## src/rtl/core/tss_pkg.sv

```systemverilog
// ----------------------------------------------------------------------------
// tss_pkg: shared types and constants of the TCP send segmenter
// Flag codes, connection states, register indexes, word and control structs.
// ----------------------------------------------------------------------------
package tss_pkg;

   // TCP flag bits
   localparam logic [7:0] FL_FIN = 8'h01;
   localparam logic [7:0] FL_SYN = 8'h02;
   localparam logic [7:0] FL_RST = 8'h04;
   localparam logic [7:0] FL_ACK = 8'h10;

   // connection states, BSD order
   localparam logic [3:0] CS_CLOSED       = 4'd0;
   localparam logic [3:0] CS_LISTEN       = 4'd1;
   localparam logic [3:0] CS_SYN_SENT     = 4'd2;
   localparam logic [3:0] CS_SYN_RECEIVED = 4'd3;
   localparam logic [3:0] CS_ESTABLISHED  = 4'd4;
   localparam logic [3:0] CS_CLOSE_WAIT   = 4'd5;
   localparam logic [3:0] CS_FIN_WAIT_1   = 4'd6;
   localparam logic [3:0] CS_CLOSING      = 4'd7;
   localparam logic [3:0] CS_LAST_ACK     = 4'd8;
   localparam logic [3:0] CS_FIN_WAIT_2   = 4'd9;
   localparam logic [3:0] CS_TIME_WAIT    = 4'd10;

   // configuration register indexes
   localparam int CSR_IDX_W = 2;
   localparam logic [CSR_IDX_W-1:0] CSR_MAX_SEG_SIZE = 2'd0;
   localparam logic [CSR_IDX_W-1:0] CSR_SEND_SCALE   = 2'd1;
   localparam logic [CSR_IDX_W-1:0] CSR_RECV_SCALE   = 2'd2;
   localparam int CSR_DATA_W = 16;

   localparam logic [15:0] MSS_RESET = 16'd1460;

   // width of the signed remaining-window arithmetic
   localparam int LW = 34;

   typedef struct packed {
      logic [31:0] unacked_seq;
      logic [31:0] next_seq;
      logic [31:0] max_seq;
      logic [16:0] queued_bytes;
      logic [3:0]  conn_state;
      logic [15:0] peer_window;
      logic [15:0] cong_window;
      logic [31:0] recv_next;
      logic [29:0] recv_space;
   } tss_req_type;

   typedef struct packed {
      logic        seg_valid;
      logic [31:0] seg_seq;
      logic [31:0] seg_ack;
      logic [7:0]  seg_flags;
      logic [16:0] payload_start;
      logic [15:0] payload_bytes;
      logic [15:0] window_field;
      logic [31:0] updated_next_seq;
      logic [31:0] updated_max_seq;
      logic        last;
   } tss_rsp_type;

   typedef enum logic [2:0] {
      ST_IDLE,
      ST_WIDEN,
      ST_ALIGN,
      ST_BOUND,
      ST_EMIT
   } tss_state_type;

   typedef struct packed {
      logic load;
      logic widen;
      logic align;
      logic bound;
      logic emit_seg;
      logic emit_final;
   } tss_cmd_type;

   typedef struct packed {
      logic seg_go;
      logic out_free;
   } tss_stat_type;

   function automatic logic [7:0] state_flags(input logic [3:0] st);
      logic [7:0] f;
      unique case (st)
         CS_CLOSED:       f = FL_RST | FL_ACK;
         CS_LISTEN:       f = 8'h00;
         CS_SYN_SENT:     f = FL_SYN;
         CS_SYN_RECEIVED: f = FL_SYN | FL_ACK;
         CS_ESTABLISHED:  f = FL_ACK;
         CS_CLOSE_WAIT:   f = FL_ACK;
         CS_FIN_WAIT_1:   f = FL_FIN | FL_ACK;
         CS_CLOSING:      f = FL_FIN | FL_ACK;
         CS_LAST_ACK:     f = FL_FIN | FL_ACK;
         CS_FIN_WAIT_2:   f = FL_ACK;
         CS_TIME_WAIT:    f = FL_ACK;
         default:         f = 8'h00;
      endcase
      return f;
   endfunction

endpackage

```

## src/rtl/core/tss_intf.sv

```systemverilog
// ----------------------------------------------------------------------------
// tss channel interfaces
// Request, response and register-write channels with valid/ready handshake.
// ----------------------------------------------------------------------------
interface tss_req_if;
   logic        valid;
   logic        ready;
   logic [31:0] unacked_seq;
   logic [31:0] next_seq;
   logic [31:0] max_seq;
   logic [16:0] queued_bytes;
   logic [3:0]  conn_state;
   logic [15:0] peer_window;
   logic [15:0] cong_window;
   logic [31:0] recv_next;
   logic [29:0] recv_space;

   modport source (output valid, unacked_seq, next_seq, max_seq, queued_bytes, conn_state,
                   peer_window, cong_window, recv_next, recv_space, input ready);
   modport sink (input valid, unacked_seq, next_seq, max_seq, queued_bytes, conn_state,
                 peer_window, cong_window, recv_next, recv_space, output ready);
endinterface

interface tss_rsp_if;
   logic        valid;
   logic        ready;
   logic        seg_valid;
   logic [31:0] seg_seq;
   logic [31:0] seg_ack;
   logic [7:0]  seg_flags;
   logic [16:0] payload_start;
   logic [15:0] payload_bytes;
   logic [15:0] window_field;
   logic [31:0] updated_next_seq;
   logic [31:0] updated_max_seq;
   logic        last;

   modport source (output valid, seg_valid, seg_seq, seg_ack, seg_flags, payload_start,
                   payload_bytes, window_field, updated_next_seq, updated_max_seq, last,
                   input ready);
   modport sink (input valid, seg_valid, seg_seq, seg_ack, seg_flags, payload_start,
                 payload_bytes, window_field, updated_next_seq, updated_max_seq, last,
                 output ready);
endinterface

interface tss_csr_if;
   logic        valid;
   logic        ready;
   logic [1:0]  index;
   logic [15:0] data;

   modport source (output valid, index, data, input ready);
   modport sink (input valid, index, data, output ready);
endinterface

```

## src/rtl/core/tcp_send_segmenter_core.sv

```systemverilog
// ----------------------------------------------------------------------------
// tcp_send_segmenter_core: TCP output segmentation engine
// Turns one send opportunity into a burst of segment descriptor words.
// ----------------------------------------------------------------------------
// Operation: after a request is taken the sequencer runs the setup steps widen,
//   align and bound, then emits up to BURST segment words and a final word,
//   each one as the output register is free; a stalled sink holds the burst.
//   The final word frees the sequencer, and only then is the next request taken.
// Reset: synchronous, active high; clears sequencer, count and output valid,
//   loads max_seg_size 1460 and both scale shifts 0.
module tcp_send_segmenter_core #(
   parameter int BURST        = 8,
   parameter int TX_BUF_BYTES = 65536
) (
   input  logic         clock,
   input  logic         reset,
   tss_req_if.sink      req_ch,
   tss_rsp_if.source    rsp_ch,
   tss_csr_if.sink      csr_ch
);

   tss_pkg::tss_cmd_type  cmd;
   tss_pkg::tss_stat_type stat;
   tss_pkg::tss_req_type  req_word;
   tss_pkg::tss_rsp_type  rsp_word;
   logic                  rsp_valid;

   // register writes need no wait, so the write channel only holds off in reset
   assign csr_ch.ready = !reset;

   // gather the request word
   assign req_word.unacked_seq  = req_ch.unacked_seq;
   assign req_word.next_seq     = req_ch.next_seq;
   assign req_word.max_seq      = req_ch.max_seq;
   assign req_word.queued_bytes = req_ch.queued_bytes;
   assign req_word.conn_state   = req_ch.conn_state;
   assign req_word.peer_window  = req_ch.peer_window;
   assign req_word.cong_window  = req_ch.cong_window;
   assign req_word.recv_next    = req_ch.recv_next;
   assign req_word.recv_space   = req_ch.recv_space;

   // sequencer: setup steps, then one word per cycle while the sink takes them
   tss_ctrl #(
      .BURST (BURST)
   ) u_ctrl (
      .clock     (clock),
      .reset     (reset),
      .req_valid (req_ch.valid),
      .req_ready (req_ch.ready),
      .stat      (stat),
      .cmd       (cmd)
   );

   // window math, segment sizing and the output word register
   tss_dpath #(
      .TX_BUF_BYTES (TX_BUF_BYTES)
   ) u_dpath (
      .clock     (clock),
      .reset     (reset),
      .cmd       (cmd),
      .stat      (stat),
      .req_word  (req_word),
      .csr_valid (csr_ch.valid),
      .csr_index (csr_ch.index),
      .csr_data  (csr_ch.data),
      .rsp_ready (rsp_ch.ready),
      .rsp_valid (rsp_valid),
      .rsp_word  (rsp_word)
   );

   // drive the response channel from the output register
   assign rsp_ch.valid            = rsp_valid;
   assign rsp_ch.seg_valid        = rsp_word.seg_valid;
   assign rsp_ch.seg_seq          = rsp_word.seg_seq;
   assign rsp_ch.seg_ack          = rsp_word.seg_ack;
   assign rsp_ch.seg_flags        = rsp_word.seg_flags;
   assign rsp_ch.payload_start    = rsp_word.payload_start;
   assign rsp_ch.payload_bytes    = rsp_word.payload_bytes;
   assign rsp_ch.window_field     = rsp_word.window_field;
   assign rsp_ch.updated_next_seq = rsp_word.updated_next_seq;
   assign rsp_ch.updated_max_seq  = rsp_word.updated_max_seq;
   assign rsp_ch.last             = rsp_word.last;

endmodule

```

## src/rtl/core/tss_ctrl.sv

```systemverilog
// ----------------------------------------------------------------------------
// tss_ctrl: segmenter sequencer
// Steps one request through window setup, segment emission and final word.
// ----------------------------------------------------------------------------
module tss_ctrl #(
   parameter int BURST = 8
) (
   input  logic                  clock,
   input  logic                  reset,
   input  logic                  req_valid,
   output logic                  req_ready,
   input  tss_pkg::tss_stat_type stat,
   output tss_pkg::tss_cmd_type  cmd
);

   localparam int CW = $clog2(BURST + 1);

   tss_pkg::tss_state_type state_ff, state_in;
   logic [CW-1:0]          count_ff, count_in;
   logic                   more_seg;

   assign more_seg = stat.seg_go && (count_ff < CW'(BURST));

   always_comb begin
      state_in = state_ff;
      unique case (state_ff)
         tss_pkg::ST_IDLE:  if (req_valid) state_in = tss_pkg::ST_WIDEN;
         tss_pkg::ST_WIDEN: state_in = tss_pkg::ST_ALIGN;
         tss_pkg::ST_ALIGN: state_in = tss_pkg::ST_BOUND;
         tss_pkg::ST_BOUND: state_in = tss_pkg::ST_EMIT;
         tss_pkg::ST_EMIT:  if (stat.out_free && !more_seg) state_in = tss_pkg::ST_IDLE;
         default:           state_in = tss_pkg::ST_IDLE;
      endcase
   end

   always_comb begin
      cmd       = '0;
      req_ready = 1'b0;
      unique case (state_ff)
         tss_pkg::ST_IDLE: begin
            // hold off requests while reset is applied
            req_ready = !reset;
            cmd.load  = req_valid && !reset;
         end
         tss_pkg::ST_WIDEN: cmd.widen = 1'b1;
         tss_pkg::ST_ALIGN: cmd.align = 1'b1;
         tss_pkg::ST_BOUND: cmd.bound = 1'b1;
         tss_pkg::ST_EMIT: begin
            cmd.emit_seg   = stat.out_free && more_seg;
            cmd.emit_final = stat.out_free && !more_seg;
         end
         default: cmd = '0;
      endcase
   end

   always_comb begin
      count_in = count_ff;
      if (cmd.load) count_in = '0;
      else if (cmd.emit_seg) count_in = count_ff + CW'(1);
   end

   always_ff @(posedge clock) begin
      if (reset) begin
         state_ff <= tss_pkg::ST_IDLE;
         count_ff <= '0;
      end else begin
         state_ff <= state_in;
         count_ff <= count_in;
      end
   end

endmodule

```

## src/rtl/core/tss_dpath.sv

```systemverilog
// ----------------------------------------------------------------------------
// tss_dpath: segmenter datapath
// Window arithmetic, per-segment length and flags, output word register.
// ----------------------------------------------------------------------------
module tss_dpath #(
   parameter int TX_BUF_BYTES = 65536
) (
   input  logic                                 clock,
   input  logic                                 reset,
   input  tss_pkg::tss_cmd_type                 cmd,
   output tss_pkg::tss_stat_type                stat,
   input  tss_pkg::tss_req_type                 req_word,
   input  logic                                 csr_valid,
   input  logic [tss_pkg::CSR_IDX_W-1:0]        csr_index,
   input  logic [tss_pkg::CSR_DATA_W-1:0]       csr_data,
   input  logic                                 rsp_ready,
   output logic                                 rsp_valid,
   output tss_pkg::tss_rsp_type                 rsp_word
);

   localparam int LW = tss_pkg::LW;

   // configuration
   logic [15:0] mss_ff;
   logic [3:0]  sscale_ff;
   logic [3:0]  rscale_ff;

   // captured request
   logic [31:0] una_ff, nxt_ff, mx_ff, ack_ff;
   logic [16:0] queued_ff;
   logic [3:0]  conn_ff;
   logic [15:0] pwin_ff, cwnd_ff;
   logic [29:0] rspace_ff;

   // prepared values
   logic [7:0]  base_flags_ff;
   logic [15:0] wfield_ff;
   logic [31:0] prod_ff;
   logic [30:0] shl_ff;
   logic [31:0] swnd_ff;
   logic [30:0] off_ff;
   logic [16:0] offs_ff;
   logic signed [LW-1:0] data_left_ff, win_left_ff, avail_left_ff;

   // output word
   logic                 rsp_valid_ff;
   tss_pkg::tss_rsp_type rsp_word_ff, rsp_word_in;

   // combinational
   logic [31:0] nxt_diff, nxt_raise, mx_diff;
   logic [16:0] queued_sat;
   logic [29:0] rshift;
   logic [15:0] wfield_sat;
   logic        fin;
   logic [17:0] seq_total;
   logic signed [LW-1:0] mss_s, winc, avail, len_s, inc_s;
   logic [15:0] seg_len;
   logic        fin_keep;
   logic [7:0]  seg_flags;
   logic [16:0] inc;
   logic [31:0] nxt_step, mx_step_diff, mx_step;

   always_ff @(posedge clock) begin
      if (reset) begin
         mss_ff    <= tss_pkg::MSS_RESET;
         sscale_ff <= '0;
         rscale_ff <= '0;
      end else if (csr_valid) begin
         unique case (csr_index)
            tss_pkg::CSR_MAX_SEG_SIZE: mss_ff    <= csr_data;
            tss_pkg::CSR_SEND_SCALE:   sscale_ff <= csr_data[3:0];
            tss_pkg::CSR_RECV_SCALE:   rscale_ff <= csr_data[3:0];
            default: ;
         endcase
      end
   end

   // setup arithmetic
   assign nxt_diff   = nxt_ff - una_ff;
   assign nxt_raise  = nxt_diff[31] ? una_ff : nxt_ff;
   assign mx_diff    = mx_ff - nxt_ff;
   assign queued_sat = (32'(queued_ff) > 32'(TX_BUF_BYTES)) ? 17'(TX_BUF_BYTES) : queued_ff;
   assign rshift     = rspace_ff >> rscale_ff;
   assign wfield_sat = (|rshift[29:16]) ? 16'hFFFF : rshift[15:0];
   assign fin        = |(base_flags_ff & tss_pkg::FL_FIN);
   assign seq_total  = 18'(queued_ff) + 18'(fin);

   // per-segment arithmetic
   assign mss_s     = $signed(LW'(mss_ff));
   assign winc      = (win_left_ff > mss_s) ? mss_s : win_left_ff;
   assign avail     = avail_left_ff[LW-1] ? '0 : avail_left_ff;
   assign len_s     = (avail < winc) ? avail : winc;
   assign seg_len   = len_s[15:0];
   assign fin_keep  = fin && (avail_left_ff <= len_s);
   assign seg_flags = fin_keep ? base_flags_ff : (base_flags_ff & ~tss_pkg::FL_FIN);
   assign inc       = 17'(seg_len) + 17'(fin_keep);
   assign inc_s     = $signed(LW'(inc));
   assign nxt_step  = nxt_ff + 32'(inc);
   assign mx_step_diff = mx_ff - nxt_step;
   assign mx_step   = mx_step_diff[31] ? nxt_step : mx_ff;

   assign stat.seg_go   = (data_left_ff > 0) && (winc > 0);
   assign stat.out_free = !rsp_valid_ff || rsp_ready;

   always_ff @(posedge clock) begin
      if (cmd.load) begin
         una_ff    <= req_word.unacked_seq;
         nxt_ff    <= req_word.next_seq;
         mx_ff     <= req_word.max_seq;
         queued_ff <= req_word.queued_bytes;
         conn_ff   <= req_word.conn_state;
         pwin_ff   <= req_word.peer_window;
         cwnd_ff   <= req_word.cong_window;
         ack_ff    <= req_word.recv_next;
         rspace_ff <= req_word.recv_space;
      end else if (cmd.widen) begin
         nxt_ff        <= nxt_raise;
         queued_ff     <= queued_sat;
         base_flags_ff <= tss_pkg::state_flags(conn_ff);
         wfield_ff     <= wfield_sat;
         prod_ff       <= 32'(cwnd_ff) * 32'(mss_ff);
         shl_ff        <= 31'(pwin_ff) << sscale_ff;
      end else if (cmd.align) begin
         swnd_ff <= ({1'b0, shl_ff} < prod_ff) ? {1'b0, shl_ff} : prod_ff;
         off_ff  <= nxt_diff[30:0];
      end else if (cmd.bound) begin
         data_left_ff  <= $signed(LW'(seq_total)) - $signed(LW'(off_ff));
         win_left_ff   <= $signed(LW'(swnd_ff)) - $signed(LW'(off_ff));
         avail_left_ff <= $signed(LW'(queued_ff)) - $signed(LW'(off_ff));
         offs_ff       <= off_ff[16:0];
      end else if (cmd.emit_seg) begin
         nxt_ff        <= nxt_step;
         mx_ff         <= mx_step;
         offs_ff       <= offs_ff + inc;
         data_left_ff  <= data_left_ff - inc_s;
         win_left_ff   <= win_left_ff - inc_s;
         avail_left_ff <= avail_left_ff - inc_s;
      end
   end

   always_comb begin
      rsp_word_in = '0;
      if (cmd.emit_seg) begin
         rsp_word_in.seg_valid        = 1'b1;
         rsp_word_in.seg_seq          = nxt_ff;
         rsp_word_in.seg_ack          = ack_ff;
         rsp_word_in.seg_flags        = seg_flags;
         rsp_word_in.payload_start    = offs_ff;
         rsp_word_in.payload_bytes    = seg_len;
         rsp_word_in.window_field     = wfield_ff;
         rsp_word_in.updated_next_seq = nxt_step;
         rsp_word_in.updated_max_seq  = mx_step;
      end else begin
         rsp_word_in.updated_next_seq = nxt_ff;
         // raise send-max to send-next if it still lies behind
         rsp_word_in.updated_max_seq  = mx_diff[31] ? nxt_ff : mx_ff;
         rsp_word_in.last             = 1'b1;
      end
   end

   always_ff @(posedge clock) begin
      if (cmd.emit_seg || cmd.emit_final) rsp_word_ff <= rsp_word_in;
   end

   always_ff @(posedge clock) begin
      if (reset) rsp_valid_ff <= 1'b0;
      else if (cmd.emit_seg || cmd.emit_final) rsp_valid_ff <= 1'b1;
      else if (rsp_ready) rsp_valid_ff <= 1'b0;
   end

   assign rsp_valid = rsp_valid_ff;
   assign rsp_word  = rsp_word_ff;

endmodule

```

## src/flat_wrapper.sv

```systemverilog
// flat-port wrapper written by rule: the top's interface ports become plain ports
module tcp_send_segmenter_core_flat 
#(
   parameter int BURST        = 8,
   parameter int TX_BUF_BYTES = 65536
)
  (clock, reset, req_ch_valid, req_ch_unacked_seq, req_ch_next_seq, req_ch_max_seq, req_ch_queued_bytes, req_ch_conn_state, req_ch_peer_window, req_ch_cong_window, req_ch_recv_next, req_ch_recv_space, req_ch_ready, rsp_ch_valid, rsp_ch_seg_valid, rsp_ch_seg_seq, rsp_ch_seg_ack, rsp_ch_seg_flags, rsp_ch_payload_start, rsp_ch_payload_bytes, rsp_ch_window_field, rsp_ch_updated_next_seq, rsp_ch_updated_max_seq, rsp_ch_last, rsp_ch_ready, csr_ch_valid, csr_ch_index, csr_ch_data, csr_ch_ready);
  tss_req_if req_ch_i ();
  tss_rsp_if rsp_ch_i ();
  tss_csr_if csr_ch_i ();
  input  logic clock;
  input  logic reset;
  input wire logic [$bits(req_ch_i.valid)-1:0] req_ch_valid;
  input wire logic [$bits(req_ch_i.unacked_seq)-1:0] req_ch_unacked_seq;
  input wire logic [$bits(req_ch_i.next_seq)-1:0] req_ch_next_seq;
  input wire logic [$bits(req_ch_i.max_seq)-1:0] req_ch_max_seq;
  input wire logic [$bits(req_ch_i.queued_bytes)-1:0] req_ch_queued_bytes;
  input wire logic [$bits(req_ch_i.conn_state)-1:0] req_ch_conn_state;
  input wire logic [$bits(req_ch_i.peer_window)-1:0] req_ch_peer_window;
  input wire logic [$bits(req_ch_i.cong_window)-1:0] req_ch_cong_window;
  input wire logic [$bits(req_ch_i.recv_next)-1:0] req_ch_recv_next;
  input wire logic [$bits(req_ch_i.recv_space)-1:0] req_ch_recv_space;
  output wire logic [$bits(req_ch_i.ready)-1:0] req_ch_ready;
  output wire logic [$bits(rsp_ch_i.valid)-1:0] rsp_ch_valid;
  output wire logic [$bits(rsp_ch_i.seg_valid)-1:0] rsp_ch_seg_valid;
  output wire logic [$bits(rsp_ch_i.seg_seq)-1:0] rsp_ch_seg_seq;
  output wire logic [$bits(rsp_ch_i.seg_ack)-1:0] rsp_ch_seg_ack;
  output wire logic [$bits(rsp_ch_i.seg_flags)-1:0] rsp_ch_seg_flags;
  output wire logic [$bits(rsp_ch_i.payload_start)-1:0] rsp_ch_payload_start;
  output wire logic [$bits(rsp_ch_i.payload_bytes)-1:0] rsp_ch_payload_bytes;
  output wire logic [$bits(rsp_ch_i.window_field)-1:0] rsp_ch_window_field;
  output wire logic [$bits(rsp_ch_i.updated_next_seq)-1:0] rsp_ch_updated_next_seq;
  output wire logic [$bits(rsp_ch_i.updated_max_seq)-1:0] rsp_ch_updated_max_seq;
  output wire logic [$bits(rsp_ch_i.last)-1:0] rsp_ch_last;
  input wire logic [$bits(rsp_ch_i.ready)-1:0] rsp_ch_ready;
  input wire logic [$bits(csr_ch_i.valid)-1:0] csr_ch_valid;
  input wire logic [$bits(csr_ch_i.index)-1:0] csr_ch_index;
  input wire logic [$bits(csr_ch_i.data)-1:0] csr_ch_data;
  output wire logic [$bits(csr_ch_i.ready)-1:0] csr_ch_ready;
  assign req_ch_i.valid = req_ch_valid;
  assign req_ch_i.unacked_seq = req_ch_unacked_seq;
  assign req_ch_i.next_seq = req_ch_next_seq;
  assign req_ch_i.max_seq = req_ch_max_seq;
  assign req_ch_i.queued_bytes = req_ch_queued_bytes;
  assign req_ch_i.conn_state = req_ch_conn_state;
  assign req_ch_i.peer_window = req_ch_peer_window;
  assign req_ch_i.cong_window = req_ch_cong_window;
  assign req_ch_i.recv_next = req_ch_recv_next;
  assign req_ch_i.recv_space = req_ch_recv_space;
  assign req_ch_ready = req_ch_i.ready;
  assign rsp_ch_valid = rsp_ch_i.valid;
  assign rsp_ch_seg_valid = rsp_ch_i.seg_valid;
  assign rsp_ch_seg_seq = rsp_ch_i.seg_seq;
  assign rsp_ch_seg_ack = rsp_ch_i.seg_ack;
  assign rsp_ch_seg_flags = rsp_ch_i.seg_flags;
  assign rsp_ch_payload_start = rsp_ch_i.payload_start;
  assign rsp_ch_payload_bytes = rsp_ch_i.payload_bytes;
  assign rsp_ch_window_field = rsp_ch_i.window_field;
  assign rsp_ch_updated_next_seq = rsp_ch_i.updated_next_seq;
  assign rsp_ch_updated_max_seq = rsp_ch_i.updated_max_seq;
  assign rsp_ch_last = rsp_ch_i.last;
  assign rsp_ch_i.ready = rsp_ch_ready;
  assign csr_ch_i.valid = csr_ch_valid;
  assign csr_ch_i.index = csr_ch_index;
  assign csr_ch_i.data = csr_ch_data;
  assign csr_ch_ready = csr_ch_i.ready;
  tcp_send_segmenter_core #(.BURST(BURST), .TX_BUF_BYTES(TX_BUF_BYTES)) u_core (.clock(clock), .reset(reset), .req_ch(req_ch_i), .rsp_ch(rsp_ch_i), .csr_ch(csr_ch_i));
endmodule
```

## config.mk

```make
export PLATFORM = sky130hd
export DESIGN_NAME = tcp_send_segmenter_core_flat
export DESIGN_NICKNAME = d
export VERILOG_FILES = /design/src/rtl/core/tss_pkg.sv /design/src/rtl/core/tss_intf.sv /design/src/rtl/core/tcp_send_segmenter_core.sv /design/src/rtl/core/tss_ctrl.sv /design/src/rtl/core/tss_dpath.sv /design/src/flat_wrapper.sv
export SDC_FILE = /design/constraint.sdc
export NUM_CORES = 2
export LEC_CHECK = 0
export ABC_AREA = 1
export BUFFER_PORTS_ARGS = -buffer_cell sky130_fd_sc_hd__buf_2
export CORE_ASPECT_RATIO = 1.75
export CORE_MARGIN = 2
export CORE_UTILIZATION = 60
export CTS_CLUSTER_DIAMETER = 60
export CTS_CLUSTER_SIZE = 10
export DETAILED_ROUTE_END_ITERATION = 16
export PLACE_DENSITY = 0.78
export SYNTH_ARGS = -nofsm -noshare
export SYNTH_HDL_FRONTEND = slang
export SYNTH_SLANG_ARGS = --single-unit
```

## constraint.sdc

```tcl
create_clock -name clock -period 18.95 [get_ports clock]
set_input_delay 2.8425 -clock clock [delete_from_list [all_inputs] [get_ports clock]]
set_output_delay 2.8425 -clock clock [all_outputs]
set_load 0.005 [all_outputs]
```

# Yosys cells after proc, flatten, opt, wreduce, memory -nomap -nowiden
# Memories as Yosys holds them, arrays and structs flattened. A register that Yosys moved wholly into a read port is not among the register bits.
# Cells that the tools add are included.
# word_totals
memories	1
wordCells	155
mem_bits_ro	64
reg_bits	699
in_bits	234
output_inout_bits	190
# mem_list
memory	words	word_bits	rd	rd_clocked_by_memory_dff	wr	line_no	rtl
(name not given)	16	4	1	1	0	tss_pkg.sv:87	unique case (st)
# classes
mul	1
n_reduce_logical	32
add_sub_neg	14
magnitude_cmp	8
n_bitwise	3
n_mux	43
shift	2
n_eq_ne	14
# ops
cell	n
32-bit two-way mux	13
34-bit two-way mux	8
122-bit two-way mux	1
34-bit by 18-bit subtractor with 34-bit output	3
32-bit subtractor	3
17-bit two-way mux	5
34-bit by 1-bit > comparator with 1-bit output, second input constant	2
64-bit two-way mux	1
34-bit by 17-bit > comparator with 1-bit output	1
34-bit less-or-equal comparator	1
34-bit < comparator	1
33-bit two-way mux	1
32-bit by 31-bit subtractor with 33-bit output	1
32-bit by 17-bit adder with 32-bit output	1
31-bit by 32-bit < comparator with 1-bit output	1
16-bit by 16-bit multiplier with 32-bit output	1
17-bit by 31-bit subtractor with 32-bit output	1
18-bit by 31-bit subtractor with 32-bit output	1
31-bit two-way mux	1
16-bit by 4-bit left shift with 31-bit output	1
30-bit by 4-bit >> shifter with 30-bit output	1
17-bit by 1-bit adder with 18-bit output	1
16-bit by 1-bit adder with 17-bit output	1
17-bit adder	1
29 further kinds	65

# Logic depth before layout (Yosys ltp)
# depth
depth_word	15
mapped_depth	85

# Cells and area by module
# Synthesis repeated with hierarchy kept, for this count alone.
# unflattened
cells_unflattened	6153
hier_area_um2	52198.8
# modules_own_cells
mod	cells_per_inst	instances	seq_area_each_um2	area_per_inst_um2
tss_dpath	6096	1	20289.5	51822.2
tss_ctrl	56	1	140.1	372.9
tcp_send_segmenter_core	1	1	0.0	3.8

# Least setup slack after synthesis
# Ideal clock, no wire load.
# synth_timing
path_kind	input port to flip-flop
startpoint	input port rsp_ch_ready
endpoint	register u_core.u_dpath.avail_left_ff[0], enable pin
required_time_ns	18.468
setup_slack_ns	3.904
path_buffers	2
t_arrival_ns	14.563
cell_stages	6
cell_sequence	nor2_1 -> nor2_1 -> nand3_2 -> buf_6 -> buf_2 -> nand2_1
# synth_via
elab_chain_len	5
# synth_rtl
element	line_no	rtl
from (decl)	flat_wrapper.sv:35	input wire logic [$bits(rsp_ch_i.ready)-1:0] rsp_ch_ready;
1-bit logical OR	tss_dpath.sv:103	assign stat.out_free = !rsp_valid_ff || rsp_ready;
1-bit logical AND	tss_ctrl.sv:49	cmd.emit_seg = stat.out_free && more_seg;
2-bit two-way mux	tss_ctrl.sv:39	unique case (state_ff)
2-bit nonzero test (no line)	--	
4-bit AND reduction (no line)	--	
to (signal assigned)	tss_dpath.sv:129	avail_left_ff <= $signed(LW'(queued_ff)) - $signed(LW'(off_ff));
to (signal assigned)	tss_dpath.sv:137	avail_left_ff <= avail_left_ff - inc_s;
to (decl)	tss_dpath.sv:43	logic signed [LW-1:0] data_left_ff, win_left_ff, avail_left_ff;
# Every way passes these cells.
# A chain may end at the register's enable or synchronous reset.

# Worst setup path in the final report
# layout_timing
startpoint	register u_core.u_dpath.mss_ff[8]
endpoint	register u_core.u_dpath.mx_ff[29], data pin
# layout_via
elab_chain_len	15
# layout_rtl
element	line_no	rtl
from (decl)	tss_dpath.sv:24	logic [15:0] mss_ff;
from (signal assigned)	tss_dpath.sv:65	mss_ff <= tss_pkg::MSS_RESET;
from (signal assigned)	tss_dpath.sv:70	tss_pkg::CSR_MAX_SEG_SIZE: mss_ff <= csr_data;
34-bit by 17-bit > comparator with 1-bit output	tss_dpath.sv:90	assign winc = (win_left_ff > mss_s) ? mss_s : win_left_ff;
34-bit two-way mux *	tss_dpath.sv:90	
34-bit < comparator	tss_dpath.sv:92	assign len_s = (avail < winc) ? avail : winc;
34-bit two-way mux *	tss_dpath.sv:92	
34-bit less-or-equal comparator	tss_dpath.sv:94	assign fin_keep = fin && (avail_left_ff <= len_s);
1-bit logical AND	tss_dpath.sv:94	
16-bit by 1-bit adder with 17-bit output *	tss_dpath.sv:96	assign inc = 17'(seg_len) + 17'(fin_keep);
32-bit by 17-bit adder with 32-bit output *	tss_dpath.sv:98	assign nxt_step = nxt_ff + 32'(inc);
32-bit subtractor	tss_dpath.sv:99	assign mx_step_diff = mx_ff - nxt_step;
32-bit two-way mux *	tss_dpath.sv:100	assign mx_step = mx_step_diff[31] ? nxt_step : mx_ff;
32-bit two-way mux *	tss_dpath.sv:131	end else if (cmd.emit_seg) begin
32-bit two-way mux *	tss_dpath.sv:126	end else if (cmd.bound) begin
32-bit two-way mux *	tss_dpath.sv:123	end else if (cmd.align) begin
32-bit two-way mux *	tss_dpath.sv:116	end else if (cmd.widen) begin
32-bit two-way mux *	tss_dpath.sv:106	if (cmd.load) begin
to (signal assigned)	tss_dpath.sv:109	mx_ff <= req_word.max_seq;
to (signal assigned)	tss_dpath.sv:133	mx_ff <= mx_step;
to (decl)	tss_dpath.sv:29	logic [31:0] una_ff, nxt_ff, mx_ff, ack_ff;
# Mark *: on every way between the ends. The rest lies on a longest branch, timed or not. The select of a mux whose other input is x is not followed.

==> results.md <==
- Post-CTS Setup Inserts: 0
- Total of max-cap violations: 0
- Initial Util: 0.602
- DR DRC count: 0
- Final setup skew: 0.0507 ns
- Mapped Cells: 6103
- Top cells by area, synth: edfxtp_1, ha_1, nand2_1
- Fin nets: 7353
- Crit-path max cell delay: 0.86 ns
- Share of the synthesized area in the top cell type: 0.380
- Setup crit start: u_core.u_dpath.mss_ff[8]$_SDFFE_PP1P_
- Yosys cell types: 66
- Final setup fails: 0
- Post-CTS Hold Fix Bufs: 0
- Pin count of the biggest net entering global routing: 213
- Critical path data arrival time: 14.66 ns
- # resized after CTS: 0
- Critical Path Sink Type: register
- Vias per inst: 5.83
- Top cell type by total area after synthesis: edfxtp_1
- Final Cell Area: 0.0575 mm²
- Hold Path Class: reg -> reg
- ANT nets after route: 0
- CP Class: reg -> reg
- Via Count: 44500
- WHS: 0.470 ns
- Die ar.: 0.0892 mm²
- P_leak: 26.9 nW
- First-pass GRT wire length: 249000 µm
- Crit path capture: u_core.u_dpath.mx_ff[29]$_DFFE_PP_
- Yosys reg bits: 691
- CTS tree: yes
- Status: finished, final reports clean
- Avg Cell Area, Syn: 8.53 µm²
- DP Area: 0.0551 mm²
- Max Freq: 0.0701 GHz
- PwrDens: 102 mW/mm²
- Fin util: 0.665
- Setup crit start kind: register
- Overflow after GRT: 0
- Post-synth ARST share: 0
- EDFF count, synth: 659
- Num Clock Sinks: 691
- Final hold violations: 0
- DRT iter0 DRCs: 4218
- VDD IR-drop max: 0.000156 V
- P&R area growth vs syn: 10.4%
- Std-Cell Rows: 143
- Reg2Reg Depth: 66
- RR Startpoint: u_core.u_dpath.mss_ff[8]$_SDFFE_PP1P_
- Worst R2R End: u_core.u_dpath.mx_ff[29]$_DFFE_PP_
- Height of the die: 394 µm
- Crit path max fanout: 44
- Post-DP HPWL: 128000 µm
- WL/cell: 21.4 µm
- RSZ-0062 raised after global routing: false
- Layout cells sized above 1: 0.0945
- Required @ worst endpoint: 19.34 ns
- Initial antenna violation count: 7
- Final TNS setup: 0 ns
- Period Utilization, post-route: 0.753
- Fin crit period: 14.27 ns
- Worst slew pin tran: 1.28 ns
- Gp weighted congestion: 1.07
- WL final: 163000 µm
- Clk Latency, worst-skew pair: 0.70 ns
- Hold Path Depth: 2
- Vias in the first global route: 44400
- Reg2reg setup slack: 4.68 ns
- Die W: 227 µm
- Boundary pin count: 424
- Clk pin slew, worst setup/hold paths: 0.06 ns
- Core Region: 0.0864 mm²
- Slew Limit Headroom: 0.145
- Port Buf Inserts: 419
- Synth Cell Area: 0.0521 mm²
- Register area share after synthesis: 0.392
- Most used cell, CP: nand2_1
- Worst path slowest cell: o21ai_0
- TritonCTS buffer count: 81
- Total Routing Usage GR: 0.371
- Prevailing post-synth register cell: edfxtp_1
- H-tree Lvls: 3
- Drt first pass iters: 12
- Root Buffer: clkbuf_16
- Yosys warns: 0
- Buffers from clock root to sink, at most: 3
- Max Slew Vio Count: 0
-- worst max-delay path, delay by kind of cell, from the launching register on --
kind	cells	cell delay, ns
and+or+nand+nor	39	5.53
AOI/OAI and AO/OA	10	2.95
adders and majority gates	8	2.75
buffers and inverters	9	1.88
DFF	1	0.78
-- kinds of logic after synthesis --
kind of cell	share of synthesized area
adder cells (fa/ha/maj)	0.194
XOR/XNOR	0.0279
AND/OR/NAND/NOR	0.171
buffers and inverters	0.0903
other	0.0000720
flip-flops	0.392
multiplexers	0.00135
AO/OA/AOI/OAI	0.123
-- layout by cell type, fill, tap and decap left out, types with 5 or more instances in the layout --
cell / n
xnor2_1: 53
inv_1: 999
o211ai_1: 33
nor4_1: 23
a21oi_1: 383
nor3_1: 61
clkbuf_1: 29
o221ai_1: 38
o211ai_2: 11
nand2_1: 1305
nor2_2: 6
o31ai_1: 13
o22ai_1: 17
dfxtp_1: 32
nand3b_1: 5
o21ai_0: 471
a211oi_1: 16
o21bai_1: 15
o21ai_1: 38
edfxtp_1: 659
buf_2: 419
a21o_1: 15
clkbuf_16: 83
a21boi_0: 15
nor2_1: 541
ha_1: 460
conb_1: 5
xor2_1: 112
o21a_1: 20
nand4_1: 57
nand3_1: 162
mux2i_1: 7
fa_1: 218
a31oi_1: 30
or2_2: 14
buf_4: 43
inv_2: 5
-- state kept, by name, summed over array words and instances (netlist names), 4 cells and up --
register / cells
u_core.u_dpath.rsp_word: 183
u_core.u_dpath.off_ff: 31
u_core.u_dpath.swnd_ff: 32
u_core.u_dpath.base_flags_ff: 4
u_core.u_dpath.mx_ff: 32
u_core.u_dpath.shl_ff: 31
u_core.u_ctrl.count_ff: 4
u_core.u_dpath.rspace_ff: 30
u_core.u_dpath.conn_ff: 4
u_core.u_dpath.mss_ff: 16
u_core.u_dpath.avail_left_ff: 34
u_core.u_dpath.rscale_ff: 4
u_core.u_dpath.cwnd_ff: 16
u_core.u_dpath.prod_ff: 32
u_core.u_dpath.nxt_ff: 32
u_core.u_dpath.queued_ff: 17
u_core.u_dpath.data_left_ff: 34
u_core.u_dpath.offs_ff: 17
u_core.u_dpath.pwin_ff: 16
u_core.u_dpath.una_ff: 32
u_core.u_dpath.win_left_ff: 34
u_core.u_dpath.ack_ff: 32
u_core.u_dpath.wfield_ff: 16
u_core.u_dpath.sscale_ff: 4
-- cells in the mapped netlist (64+ instances only) --
| cell type | count |
|---|---|
| nor2_1 | 543 |
| edfxtp_1 | 659 |
| nand3_1 | 162 |
| ha_1 | 460 |
| o21ai_0 | 471 |
| inv_1 | 1000 |
| clkbuf_1 | 168 |
| a21oi_1 | 383 |
| nand2_1 | 1307 |
| nor3_1 | 64 |
| fa_1 | 218 |
| xor2_1 | 113 |
-- final cells by class --
cell class	count	area, µm²
diodes	1	2.50
clock buffers	112	2190
clock inverters	9	146
fillers	7168	28900
inverters	1009	3790
multi-input cells	4195	27000
flip-flops and latches	691	20400
well taps	1160	1450
repair buffers	463	2440
-- routing by layer --
layer | vias to the layer above | share of wire | track usage
li1 | 20800 | - | -
met1 | 20800 | 0.34 | 0.401
met2 | 2156 | 0.49 | 0.632
met3 | 693 | 0.075 | 0.0698
met4 | 10 | 0.092 | 0.293
met5 | - | 0.00036 | 0
-- report_power, final --
part           internal (W)  switching [W]  total, W
Sequential          0.00190       0.000101   0.00200
Combinational      0.000883        0.00152   0.00240
Clock              0.000803       0.000649   0.00145
-- metrics by stage --
| stage | std cells | setup WS (ns) | power [W] |
|---|---|---|---|
| 2_1_floorplan | 6107 | 3.90 | 0.00369 |
| 3_3_place_gp | 7518 | 5.57 | 0.00433 |
| 3_5_place_dp | 7518 | 5.19 | 0.00439 |
| 4_1_cts | 7639 | 5.18 | 0.00584 |
| 5_1_grt | 7639 | 3.50 | 0.00622 |
| 6_report | 7640 | 4.68 | 0.00585 |
-- worst min path at each step --
stage / end / startpoint
2_1_floorplan: u_core.u_ctrl.count_ff[2]$_SDFFE_PP0P_ / u_core.u_ctrl.count_ff[2]$_SDFFE_PP0P_
3_5_place_dp: u_core.u_ctrl.count_ff[2]$_SDFFE_PP0P_ / u_core.u_ctrl.count_ff[2]$_SDFFE_PP0P_
4_1_cts: u_core.u_ctrl.count_ff[2]$_SDFFE_PP0P_ / u_core.u_ctrl.count_ff[2]$_SDFFE_PP0P_
5_1_grt: u_core.u_ctrl.count_ff[2]$_SDFFE_PP0P_ / u_core.u_ctrl.count_ff[2]$_SDFFE_PP0P_
3_3_place_gp: u_core.u_ctrl.count_ff[2]$_SDFFE_PP0P_ / u_core.u_ctrl.count_ff[2]$_SDFFE_PP0P_
6_report: u_core.u_ctrl.count_ff[2]$_SDFFE_PP0P_ / u_core.u_ctrl.count_ff[2]$_SDFFE_PP0P_
Note: power is estimated with default switching activity, not from simulation.
